===== src/design/bnc_pkg.sv =====
// Shared codes, defaults and types of the normalized convolution block.
package bnc_pkg;

    localparam int DEF_MAX_WIDTH  = 1024;
    localparam int DEF_MAX_HEIGHT = 1024;
    localparam int DEF_MAX_KERNEL = 7;

    localparam logic [1:0] FUNC_LOAD  = 2'd0;
    localparam logic [1:0] FUNC_PIXEL = 2'd1;

    localparam logic [1:0] STATUS_OK       = 2'd0;
    localparam logic [1:0] STATUS_BAD_SIZE = 2'd1;
    localparam logic [1:0] STATUS_ZERO_SUM = 2'd2;

    localparam logic [1:0] CFG_IMAGE_WIDTH   = 2'd0;
    localparam logic [1:0] CFG_IMAGE_HEIGHT  = 2'd1;
    localparam logic [1:0] CFG_KERNEL_WIDTH  = 2'd2;
    localparam logic [1:0] CFG_KERNEL_HEIGHT = 2'd3;

    typedef struct packed {
        logic valid;
        logic neg;
    } div_ctl_t;

endpackage


===== src/design/bnc_div_cell.sv =====
// One restoring-division cell: resolves one quotient bit and hands on to its neighbor.
module bnc_div_cell
    import bnc_pkg::*;
#(
    parameter int REM_W = 56,
    parameter int DEN_W = 23,
    parameter int Q_W   = 18,
    parameter int SHIFT = 0
)
(
    input  logic             clk,
    input  logic             rst_n,
    input  div_ctl_t         ctl_in,
    input  logic [REM_W-1:0] rem_in,
    input  logic [DEN_W-1:0] den_in,
    input  logic [Q_W-1:0]   quo_in,
    output div_ctl_t         ctl_out,
    output logic [REM_W-1:0] rem_out,
    output logic [DEN_W-1:0] den_out,
    output logic [Q_W-1:0]   quo_out
);

    logic [REM_W-1:0] den_shift;
    logic             fits;
    logic [REM_W-1:0] rem_next;
    logic [Q_W-1:0]   quo_next;
    div_ctl_t         ctl_reg;
    logic [REM_W-1:0] rem_reg;
    logic [DEN_W-1:0] den_reg;
    logic [Q_W-1:0]   quo_reg;

    assign den_shift = REM_W'(den_in) << SHIFT;
    assign fits      = (rem_in >= den_shift);

    always_comb
    begin
        rem_next       = fits ? (rem_in - den_shift) : rem_in;
        quo_next       = quo_in;
        quo_next[SHIFT] = fits;
    end

    always_ff @(posedge clk or negedge rst_n)
    begin
        if (!rst_n)
        begin
            ctl_reg <= '0;
        end
        else
        begin
            ctl_reg <= ctl_in;
        end
    end

    always_ff @(posedge clk)
    begin
        rem_reg <= rem_next;
        den_reg <= den_in;
        quo_reg <= quo_next;
    end

    assign ctl_out = ctl_reg;
    assign rem_out = rem_reg;
    assign den_out = den_reg;
    assign quo_out = quo_reg;

endmodule


===== config.mk =====
export PLATFORM = sky130hd
export DESIGN_NAME = bnc_div_cell
export DESIGN_NICKNAME = d
export VERILOG_FILES = /design/src/design/bnc_pkg.sv /design/src/design/bnc_div_cell.sv
export SDC_FILE = /design/constraint.sdc
export NUM_CORES = 1
export LEC_CHECK = 0
export ABC_AREA = 1
export BUFFER_PORTS_ARGS = -buffer_cell sky130_fd_sc_hd__buf_2
export CAP_MARGIN = 20
export CELL_PAD_IN_SITES_DETAIL_PLACEMENT = 2
export CELL_PAD_IN_SITES_GLOBAL_PLACEMENT = 2
export CORE_MARGIN = 2
export CORE_UTILIZATION = 26
export CTS_CLUSTER_DIAMETER = 40
export CTS_CLUSTER_SIZE = 20
export DETAILED_ROUTE_END_ITERATION = 7
export GPL_ROUTABILITY_DRIVEN = 0
export PLACE_DENSITY_LB_ADDON = 0.1
export SYNTH_ARGS = -nofsm -noshare
export SYNTH_HDL_FRONTEND = slang
export SYNTH_SLANG_ARGS = --single-unit

===== constraint.sdc =====
create_clock -name clk -period 0.8 [get_ports clk]
set_input_delay 0.16 -clock clk [delete_from_list [all_inputs] [get_ports clk]]
set_output_delay 0.16 -clock clk [all_outputs]
set_load 0.01 [all_outputs]

==> run summary, run 1 <==
• **instance area at placement** 8752 sq um
• **first error** [ERROR DPL-0033] detailed placement checks failed during check placement.
• **Die Span X** 153.3 um
• **top post-synthesis cells by area** dfxtp_1, nand2_1, inv_1, nor2_1, nand3_1
• **number of antenna violations at the first check in global routing** 1
• **average size of a mapped cell** 6.263 sq um
• **most used flip-flop cell after synthesis** dfxtp_1
• **Core Rows** 54
• **fraction of the yosys area taken by sequential cells** 34.38%
• **Clock Tree Root** clkbuf_16
• **Cell variety after synth** 32
• **worst endpoint type** register data pin
• **fraction of registers with async set/reset** 2.020%
• **H-tree levels** 3
• **CTS max path bufs** 2
• **Stop stage** global routing
• **IO Port Bufs** 198
• **result of the run** did not finish
• **dominant cell type by area after synthesis** dfxtp_1
• **largest net degree at the start of global routing** 20
• **Yosys top cell area share** 33.52%
• **Worst endpoint, post-GRT repair** rem_out[54]$_DFF_P_/D
• **syn nets** 1050
• **library cell with the highest instance count after synthesis** nand2_1
• **post-synthesis instance total** 925
• **Top-Level Pins** 200
• **top cells by count, synth** nand2_1, inv_1, dfxtp_1, nor2_1, nand3_1
• **Yosys warning count** 0
• **hpwl dp** 22.35 mm
• **Synth Register Bits** 99
• **Die Y-Extent** 153.3 um
• **area of the mapped netlist** 5793 sq um
• **number of CTS-inserted buffers** 9
• **number of sinks on the clock net** 99
• **count of flip-flops with a built-in enable after synthesis** 0
• **effective utilization at floorplan** 26.55%
[timing repair]
| item | 4_1_cts |
|---|---|
| gates resized for setup | 216 |
| setup endpoints to repair | 156 |
| hold buffers | 43 |
| setup buffers | 14 |
| pin swaps | 50 |
| gates cloned | 3 |
| hold endpoints to repair | 44 |
[cells by family after synthesis]
family,count (synthesis),share of synthesized area [%]
AO/OA/AOI/OAI,51,4.492
AND/OR/NAND/NOR,542,39.83
XOR/XNOR,22,3.326
flip-flops,99,34.38
adder cells (fa/ha/maj),24,5.313
buffers and inverters,187,12.66
[per-stage QoR]
step / utilization (%) / hold WS (ns) / cells / setup slack (ns)
after floorplan: - / -0.1356 / 925 / -0.8516
after global placement: 40.10 / -0.05636 / 1580 / -1.251
after detailed placement: 40.10 / -0.05176 / 1580 / -1.336
after CTS: 47.81 / 0.02320 / 1655 / -0.7427
==> run 2, diff against run 1 <==
CELL_PAD_IN_SITES_DETAIL_PLACEMENT = not set   (was 2)
CELL_PAD_IN_SITES_GLOBAL_PLACEMENT = not set   (was 2)
CORE_UTILIZATION = 25   (was 26)
CTS_CLUSTER_DIAMETER = not set   (was 40)
CTS_CLUSTER_SIZE = not set   (was 20)
PLACE_DENSITY_LB_ADDON = 0.15   (was 0.1)
==> run summary, run 2 <==
• **Die Y-Extent** 156.2 um, +1.9%
• **number of antenna violations at the first check in global routing** 0
• **top post-synthesis cells by area** dfxtp_1, nand2_1, inv_1, nor2_1, nand3_1
• **average size of a mapped cell** 6.263 sq um, unchanged
• **DRC violation count after routing** 0
• **initial detailed-routing violation count** 305
• **Clock Tree Root** clkbuf_16
• **Max Freq** 610.9 MHz
• **IO Port Bufs** 198, unchanged
• **arrival time at the worst endpoint** 1.89 ns
• **final critical delay including setup and external delays** 1.637 ns
• **Yosys top cell area share** 33.52%, unchanged
• **share of the clock period used by the worst path** 204.6%
• **crit-path max cell delay** 0.38 ns
• **count of flip-flops with a built-in enable after synthesis** 0, unchanged
• **crit end category** register
• **core area** 22710 sq um
• **vias in the first global route** 7024
• **final net count** 1519
• **result of the run** finished, violations left
• **area of the mapped netlist** 5793 sq um, unchanged
• **most frequent standard cell in the layout excluding fill and tap cells** nand2_1
• **top cells by count, synth** nand2_1, inv_1, dfxtp_1, nor2_1, nand3_1
• **most used flip-flop cell after synthesis** dfxtp_1
• **post-synthesis instance total** 925, unchanged
• **GRT overflow** 0
• **area used by multi-input combinational logic** 4318 sq um
• **P_leak** 5.720 nW
• **post-synthesis to final-layout area growth** 96.46%
• **share of post-route cells with drive strength above 1** 52.89%
• **Register Area** 2041 sq um
• **Crit path top cell by count** buf_12
• **final hold violation count** 0
• **post-CTS clock slew at the launch and capture registers of the worst setup and hold paths** 0.07 ns
• **worst IR drop on VDD** 1.058 mV
• **total via count in the routed design** 7251
• **crit start category** primary input
• **library cell with the highest instance count after synthesis** nand2_1
• **hpwl dp** 18.67 mm, -16%
• **start point of the critical path** rem_in[0]
• **flip-flop count of the largest register, all copies and words added** 56
• **number of CTS-inserted buffers** 9, unchanged
• **most frequent cells in the layout** nand2_1, buf_4, buf_2
• **total power of the final layout** 15.88 mW
• **Synth Register Bits** 99, unchanged
• **Buf/Inv on CP** 6
• **slowest library cell on the worst path** fa_2
• **Pre-antenna DRT Iters** 4
• **post-detailed-route count of antenna-violating nets** 0
• **Top-Level Pins** 200, unchanged
• **cell-by-cell listing of the critical path** buf_12 > inv_12 > ha_4 > fa_2 > inv_2 > nand3_2 > nand3_4 > nand2_2 > nand2_2 > nand2_2 > nand3_4 > nor2_4 > buf_12 > buf_12 > buf_12 > nand2_4 > o21ai_2
• **last element of the critical path** rem_out[14]$_DFF_P_
• **setup repair after global routing missed its margin** yes
• **Die Span X** 156.2 um, +1.9%
• **family with the most delay on the worst path** buffers and inverters
• **number of sinks on the clock net** 99, unchanged
• **H-tree levels** 3, unchanged
• **effective utilization at floorplan** 25.51%, -1.0 points
• **final wirelength** 24.56 mm
• **Cell variety after synth** 32, unchanged
• **power density cells** 1395 nW/um^2
• **category of the most critical setup path** in2reg
• **largest net degree at the start of global routing** 19
• **post-route worst hold slack** 0.01298 ns
• **Core Rows** 55, +1.9%
• **Tightest Pin Transition** 0.2903 ns
• **remaining max-slew budget at the tightest pin** 80.65%
• **Yosys warning count** 0, unchanged
• **worst setup slack after placement** -1.265 ns, +0.07062 ns
• **number of setup violations in the final report** 156
• **fraction of registers with async set/reset** 2.020%, unchanged
• **syn nets** 1050, unchanged
• **hold crit path type** in2reg
• **total die area** 24410 sq um
• **violated checks** negative setup slack
• **max-capacitance violation count** 0
• **number of vias per cell after detailed routing** 4.306
• **cell depth of the worst setup path** 17
• **filler instances** 2291
• **worst setup slack after layout** -0.8369 ns
• **global routing usage summed across all routing layers** 19.52%
• **final number of max-transition violations** 0
• **clock tree from TritonCTS** done
• **first-pass GRT wire length** 36.18 mm
• **highest fanout seen on the critical path** 8
• **dominant cell type by area after synthesis** dfxtp_1
• **post-placement cell count** 1589, +0.57%
• **CTS max path bufs** 2, unchanged
• **critical path data required time** 1.05 ns
• **post-route insts no fill** 1684
• **per-cell routed wire length** 14.59 um
• **fraction of the yosys area taken by sequential cells** 34.38%, unchanged
• **diodes inserted** 0
==> run 2: cells by family (layout without fill, tap and decap cells) <==
| family | after synthesis | after routing | synth area share (%) |
|---|---|---|---|
| AO/OA/AOI/OAI | 51 | 51 | 4.492 |
| adder cells (fa/ha/maj) | 24 | 24 | 5.313 |
| buffers and inverters | 187 | 660 | 12.66 |
| XOR/XNOR | 22 | 22 | 3.326 |
| AND/OR/NAND/NOR | 542 | 543 | 39.83 |
| flip-flops | 99 | 99 | 34.38 |
==> run 2: cell type report <==
type / count / area share [%]
clock buffer: 10 / 2.100
clock inverter: 6 / 0.6926
inverter: 180 / 6.201
multi-input combinational: 640 / 37.94
sequential: 99 / 17.93
tap: 285 / 3.133
timing repair buffer: 464 / 32.00
==> run 2: worst min path at each step <==
stage	start	to	slack (ns)	cells past startpoint
finish	rem_in[21]	rem_out[21]$_DFF_P_	0.01	3
global route	rem_in[21]	rem_out[21]$_DFF_P_	0.01	3
CTS	den_in[1]	den_out[1]$_DFF_P_	-0.06	1
detailed placement	rst_n	ctl_out[1]$_DFF_PN0_	-0.05	1
global placement	rst_n	ctl_out[0]$_DFF_PN0_	-0.06	1
floorplan	rst_n	ctl_out[0]$_DFF_PN0_	-0.14	0
==> run 2: what timing repair did <==
item / in CTS / in global routing
setup endpoints to repair: 156 / 156
resized for setup: 182 / 234
hold endpoints to repair: 44 / 1
setup buffers: 15 / 16
pin swaps: 51 / 74
hold buffers: 42 / 1
cloned: 3 / 7
==> run 2: metal layers <==
metal  share of wire, %  track usage, %  up-vias  wire, um
met5                  0               0        -         0
met4                2.7           7.514        0       675
met3                4.1           2.437       31      1012
met2                 46           32.28      176     11360
met1                 47           25.96     3288     11510
li1                   -               -     3756         -
==> run 2: power by group <==
part	total [mW]	internal (mW)	switching, mW
Combinational	5.47	2.77	2.69
Clock	4.81	2.58	2.23
Sequential	5.60	5.44	0.162
==> run 2: through the flow <==
step	utilization (%)	area [sq um]	TNS [ns]
global placement	38.53	8751	-66.39
global route	50.12	11380	-62.05
floorplan	-	6025	-46.52
detailed placement	38.53	8751	-67.11
finish	50.12	11380	-55.92
CTS	45.47	10320	-57.02
(Power assumes the default switching activity.)
==> run 3, diff against run 2 <==
CORE_MARGIN = 3   (was 2)
PLACE_DENSITY = 0.53   (was not set)
PLACE_DENSITY_LB_ADDON = not set   (was 0.15)
SETUP_SLACK_MARGIN = 0.02   (was not set)
==> run summary, run 3 (same netlist as run 2, synthesis figures left out) <==
• **diodes inserted** 0, unchanged
• **Clock Tree Root** clkbuf_16
• **share of the clock period used by the worst path** 200.7%, -4.0 points
• **Seq pwr share** 37.3%, +2.0 points
• **end point of the most critical hold path** rem_out[0]$_DFF_P_
• **Core Rows** 55, unchanged
• **crit end category** register
• **final hold violation count** 0, unchanged
• **crit start category** primary input
• **Pre-antenna DRT Iters** 4, unchanged
• **H-tree levels** 3, unchanged
• **post-synthesis to final-layout area growth** 86.61%
• **total via count in the routed design** 7149, -1.4%
• **effective utilization at floorplan** 25.51%, unchanged
• **hpwl dp** 18.37 mm, -1.6%
• **crit-path max cell delay** 0.37 ns, about the same
• **result of the run** finished, violations left
• **GRT overflow** 0, unchanged
• **core area** 22710 sq um, unchanged
• **number of sinks on the clock net** 99, unchanged
• **cell-by-cell listing of the critical path** buf_12 > inv_12 > ha_4 > fa_2 > inv_2 > nand3_4 > nand3_4 > nand2_2 > nand2_2 > nand2_2 > nand3_4 > nor2_4 > buf_12 > buf_12 > nor2_4 > nand3_2 > nand2_1
• **sw frac** 32.26%, +0.27 points
• **filler instances** 2302, +0.48%
• **Tightest Pin Transition** 0.4837 ns, +0.1935 ns
• **number of antenna violations at the first check in global routing** 0, unchanged
• **setup repair after global routing missed its margin** yes
• **highest fanout seen on the critical path** 7, -1
• **final number of max-transition violations** 0, unchanged
• **most frequent standard cell in the layout excluding fill and tap cells** nand2_1
• **post-detailed-route count of antenna-violating nets** 0, unchanged
• **global routing usage summed across all routing layers** 18.66%, -0.86 points
• **flip-flop count of the largest register, all copies and words added** 56, unchanged
• **most frequent cells in the layout** nand2_1, buf_4, inv_1
• **final net count** 1493, -1.7%
• **violated checks** negative setup slack
• **hold crit path type** in2reg
• **IO Port Bufs** 198, unchanged
• **relative contribution of the clock network to total power** 28.8%, -1.5 points
• **Die Y-Extent** 158.2 um, +1.3%
• **clock tree from TritonCTS** done
• **number of cells on the worst hold path** 3, unchanged
• **Hold Startpoint** rem_in[0]
• **DRC violation count after routing** 0, unchanged
• **number of CTS-inserted buffers** 9, unchanged
• **remaining max-slew budget at the tightest pin** 67.45%, -13 points
• **category of the most critical setup path** in2reg
• **Pint** 10.27 mW, -4.9%
• **initial detailed-routing violation count** 308, +0.98%
• **post-route worst hold slack** 0.02459 ns, +0.01160 ns
• **first-pass GRT wire length** 35.95 mm, -0.65%
• **largest net degree at the start of global routing** 19, unchanged
• **final wirelength** 23.61 mm, -3.9%
• **slowest library cell on the worst path** fa_2
• **per-cell routed wire length** 14.24 um, -2.4%
• **power density cells** 1402 nW/um^2, +0.49%
• **P_sw** 4.890 mW, -3.7%
• **share of post-route cells with drive strength above 1** 48.07%, -4.8 points
• **number of vias per cell after detailed routing** 4.312, +0.14%
• **Combinational Power Share** 33.9%, -0.5 points
• **vias in the first global route** 7080, +0.80%
• **P_leak** 5.456 nW, -4.6%
• **number of setup violations in the final report** 156, unchanged
• **worst setup slack after layout** -0.8053 ns, +0.03163 ns
• **CTS max path bufs** 2, unchanged
• **worst IR drop on VDD** 0.8757 mV, -17%
• **Die Span X** 158.2 um, +1.3%
• **total die area** 25040 sq um, +2.6%
• **arrival time at the worst endpoint** 1.91 ns, +0.02 ns
• **final critical delay including setup and external delays** 1.605 ns, -0.03163 ns
• **Max Freq** 623.0 MHz, +2.0%
• **max-capacitance violation count** 0, unchanged
• **critical path data required time** 1.10 ns, +0.05 ns
• **post-CTS clock slew at the launch and capture registers of the worst setup and hold paths** 0.07 ns, about the same
• **Top-Level Pins** 200, unchanged
• **total power of the final layout** 15.16 mW, -4.5%
-- run 3: cell count changes in the layout (fill, tap and decap cells not counted), sizes merged --
| cell | before | now |
|---|---|---|
| clkbuf | 16 | 9 |
| bufinv | 1 | 0 |
| clkinvlp | 0 | 1 |
| inv | 183 | 185 |
| clkinv | 2 | 1 |
| buf | 415 | 395 |
-- run 3: metrics by stage --
step / setup WS, ns / TNS, ns / util [%] / cells / area, sq um
3_3_place_gp: -1.239 / -63.79 / 38.26 / 1579 / 8688
4_1_cts: -0.7571 / -55.32 / 45.47 / 1655 / 10330
5_1_grt: -0.8911 / -64.42 / 47.60 / 1658 / 10810
2_1_floorplan: -0.8516 / -46.52 / - / 925 / 6025
3_5_place_dp: -1.260 / -66.24 / 38.26 / 1579 / 8688
6_report: -0.8053 / -56.51 / 47.60 / 1658 / 10810
-- run 3: power by group through the flow --
stage	Clock [mW]	Combinational, mW	Sequential (mW)
after global routing	4.72	5.59	5.71
after detailed placement	0	3.99	5.64
final	4.36	5.13	5.66
after global placement	0	3.95	5.66
after CTS	4.56	4.74	5.58
after floorplan	0	1.60	5.89
-- run 3: area by class of cell --
cell class	count	area [sq um]	area share, %
multi-input combinational	640	4019	37.18
timing repair buffer	438	3398	31.44
sequential	99	2059	19.05
inverter	180	695.7	6.435
tap	285	356.6	3.299
clock buffer	9	225.2	2.083
clock inverter	7	56.30	0.5208
-- run 3: routing by layer --
layer  global-route usage, %  vias up  wire length (um)
met3                   3.226       35              1159
met4                   6.555        0               638
met1                   24.47     3239             10700
met2                   30.91      170             11110
li1                        -     3705                 -
met5                       0        -                 0
-- run 3: repair_timing --
item,4_1_cts,5_1_grt
resized for setup,201,127
endpoints found under the setup margin,156,156
hold buffers,42,1
gates cloned,5,0
hold endpoints to repair,44,1
setup buffers,16,2
pin swaps,35,25
-- run 3: worst max-delay path by stage --
stage	cells after the start	startpoint	slack, ns	end
after floorplan	14	rem_in[0]	-0.85	rem_out[10]$_DFF_P_
after global placement	14	rem_in[0]	-1.24	rem_out[31]$_DFF_P_
after detailed placement	14	rem_in[0]	-1.26	rem_out[31]$_DFF_P_
after CTS	15	rem_in[0]	-0.76	rem_out[54]$_DFF_P_
after global routing	15	den_in[12]	-0.89	rem_out[52]$_DFF_P_
final	17	rem_in[0]	-0.81	rem_out[44]$_DFF_P_
-- run 3: critical path: cells and delay by family --
kind          cells  cell delay, ns
fa+ha+maj         2            0.52
simple gates     10            0.72
buf+inv           5            0.50
==> run 4, diff against run 3 <==
CORE_UTILIZATION = 50   (was 25)
PLACE_DENSITY = 0.87   (was 0.53)
==> run summary, run 4 <==
• **largest net degree at the start of global routing** 19
• **fraction of registers with async set/reset** 2.020%, unchanged
• **Adder-Cell Fraction of Synth Area** 5.313%, unchanged
• **hpwl dp** 16.56 mm, -9.9%
• **top post-synthesis cells by area** dfxtp_1, nand2_1, inv_1, nor2_1, nand3_1
• **post-synthesis compound-gate area fraction** 4.492%, unchanged
• **result of the run** did not finish
• **Die Y-Extent** 113.6 um, -28%
• **Stop stage** global routing
• **Yosys top cell area share** 33.52%, unchanged
• **number of CTS-inserted buffers** 9, unchanged
• **average size of a mapped cell** 6.263 sq um, unchanged
• **first error** [ERROR GRT-0232] Routing congestion too high. Check the congestion heatmap in the GUI.
• **effective utilization at floorplan** 52.29%, +27 points
• **instance area at placement** 8392 sq um, -3.4%
• **Yosys warning count** 0, unchanged
• **GRT overflow** 1158
• **Clock Tree Root** clkbuf_16
• **top cells by count, synth** nand2_1, inv_1, dfxtp_1, nor2_1, nand3_1
• **IO Port Bufs** 198, unchanged
• **post-synthesis instance total** 925, unchanged
• **Top-Level Pins** 200, unchanged
• **number of sinks on the clock net** 99, unchanged
• **dominant cell type by area after synthesis** dfxtp_1
• **mux share of post-synthesis cell area** 0%, unchanged
• **global routing usage summed across all routing layers** 95.28%
• **worst endpoint type** register data pin
• **Cell variety after synth** 32, unchanged
• **most used flip-flop cell after synthesis** dfxtp_1
• **library cell with the highest instance count after synthesis** nand2_1
• **synthesized-area fraction occupied by and/or/nand/nor cells** 39.83%, unchanged
• **dominant combinational cell family by area after synthesis** simple AND/OR/NAND/NOR gates
• **Core Rows** 38, -31%
• **Worst endpoint, post-GRT repair** rem_out[27]$_DFF_P_/D
• **CTS max path bufs** 2, unchanged
• **H-tree levels** 3, unchanged
• **Synth Register Bits** 99, unchanged
• **count of flip-flops with a built-in enable after synthesis** 0, unchanged
• **fraction of the yosys area taken by sequential cells** 34.38%, unchanged
• **xor-xnor portion of the synthesized cell area** 3.326%, unchanged
• **syn nets** 1050, unchanged
• **Die Span X** 113.6 um, -28%
• **area of the mapped netlist** 5793 sq um, unchanged
-- run 4: metrics by stage --
stage | util [%] | hold slack [ns] | worst slack [ns] | instances
after global placement | 75.75 | -0.05648 | -1.188 | 1417
after CTS | 89.96 | -0.05754 | -0.7385 | 1490
after detailed placement | 75.75 | -0.05323 | -1.261 | 1417
after floorplan | - | -0.1356 | -0.8516 | 925
-- run 4: routing by layer --
layer	global-route usage, %	GRT overflow
met5	23.53	0
met4	107.5	208
met3	68.97	7
met2	131.5	930
met1	82.17	13
-- run 4: kinds of logic after synthesis --
kind of cell / Yosys count
and+or+nand+nor: 542
buffers and inverters: 187
DFF: 99
AOI/OAI and AO/OA: 51
adders and majority gates: 24
xor gates and xnor gates: 22
-- run 4: repair_timing --
action	4_1_cts
setup buffers	12
hold endpoints to repair	43
pin swaps	37
resized for setup	200
hold buffers	41
gates cloned	4
setup endpoints to repair	156
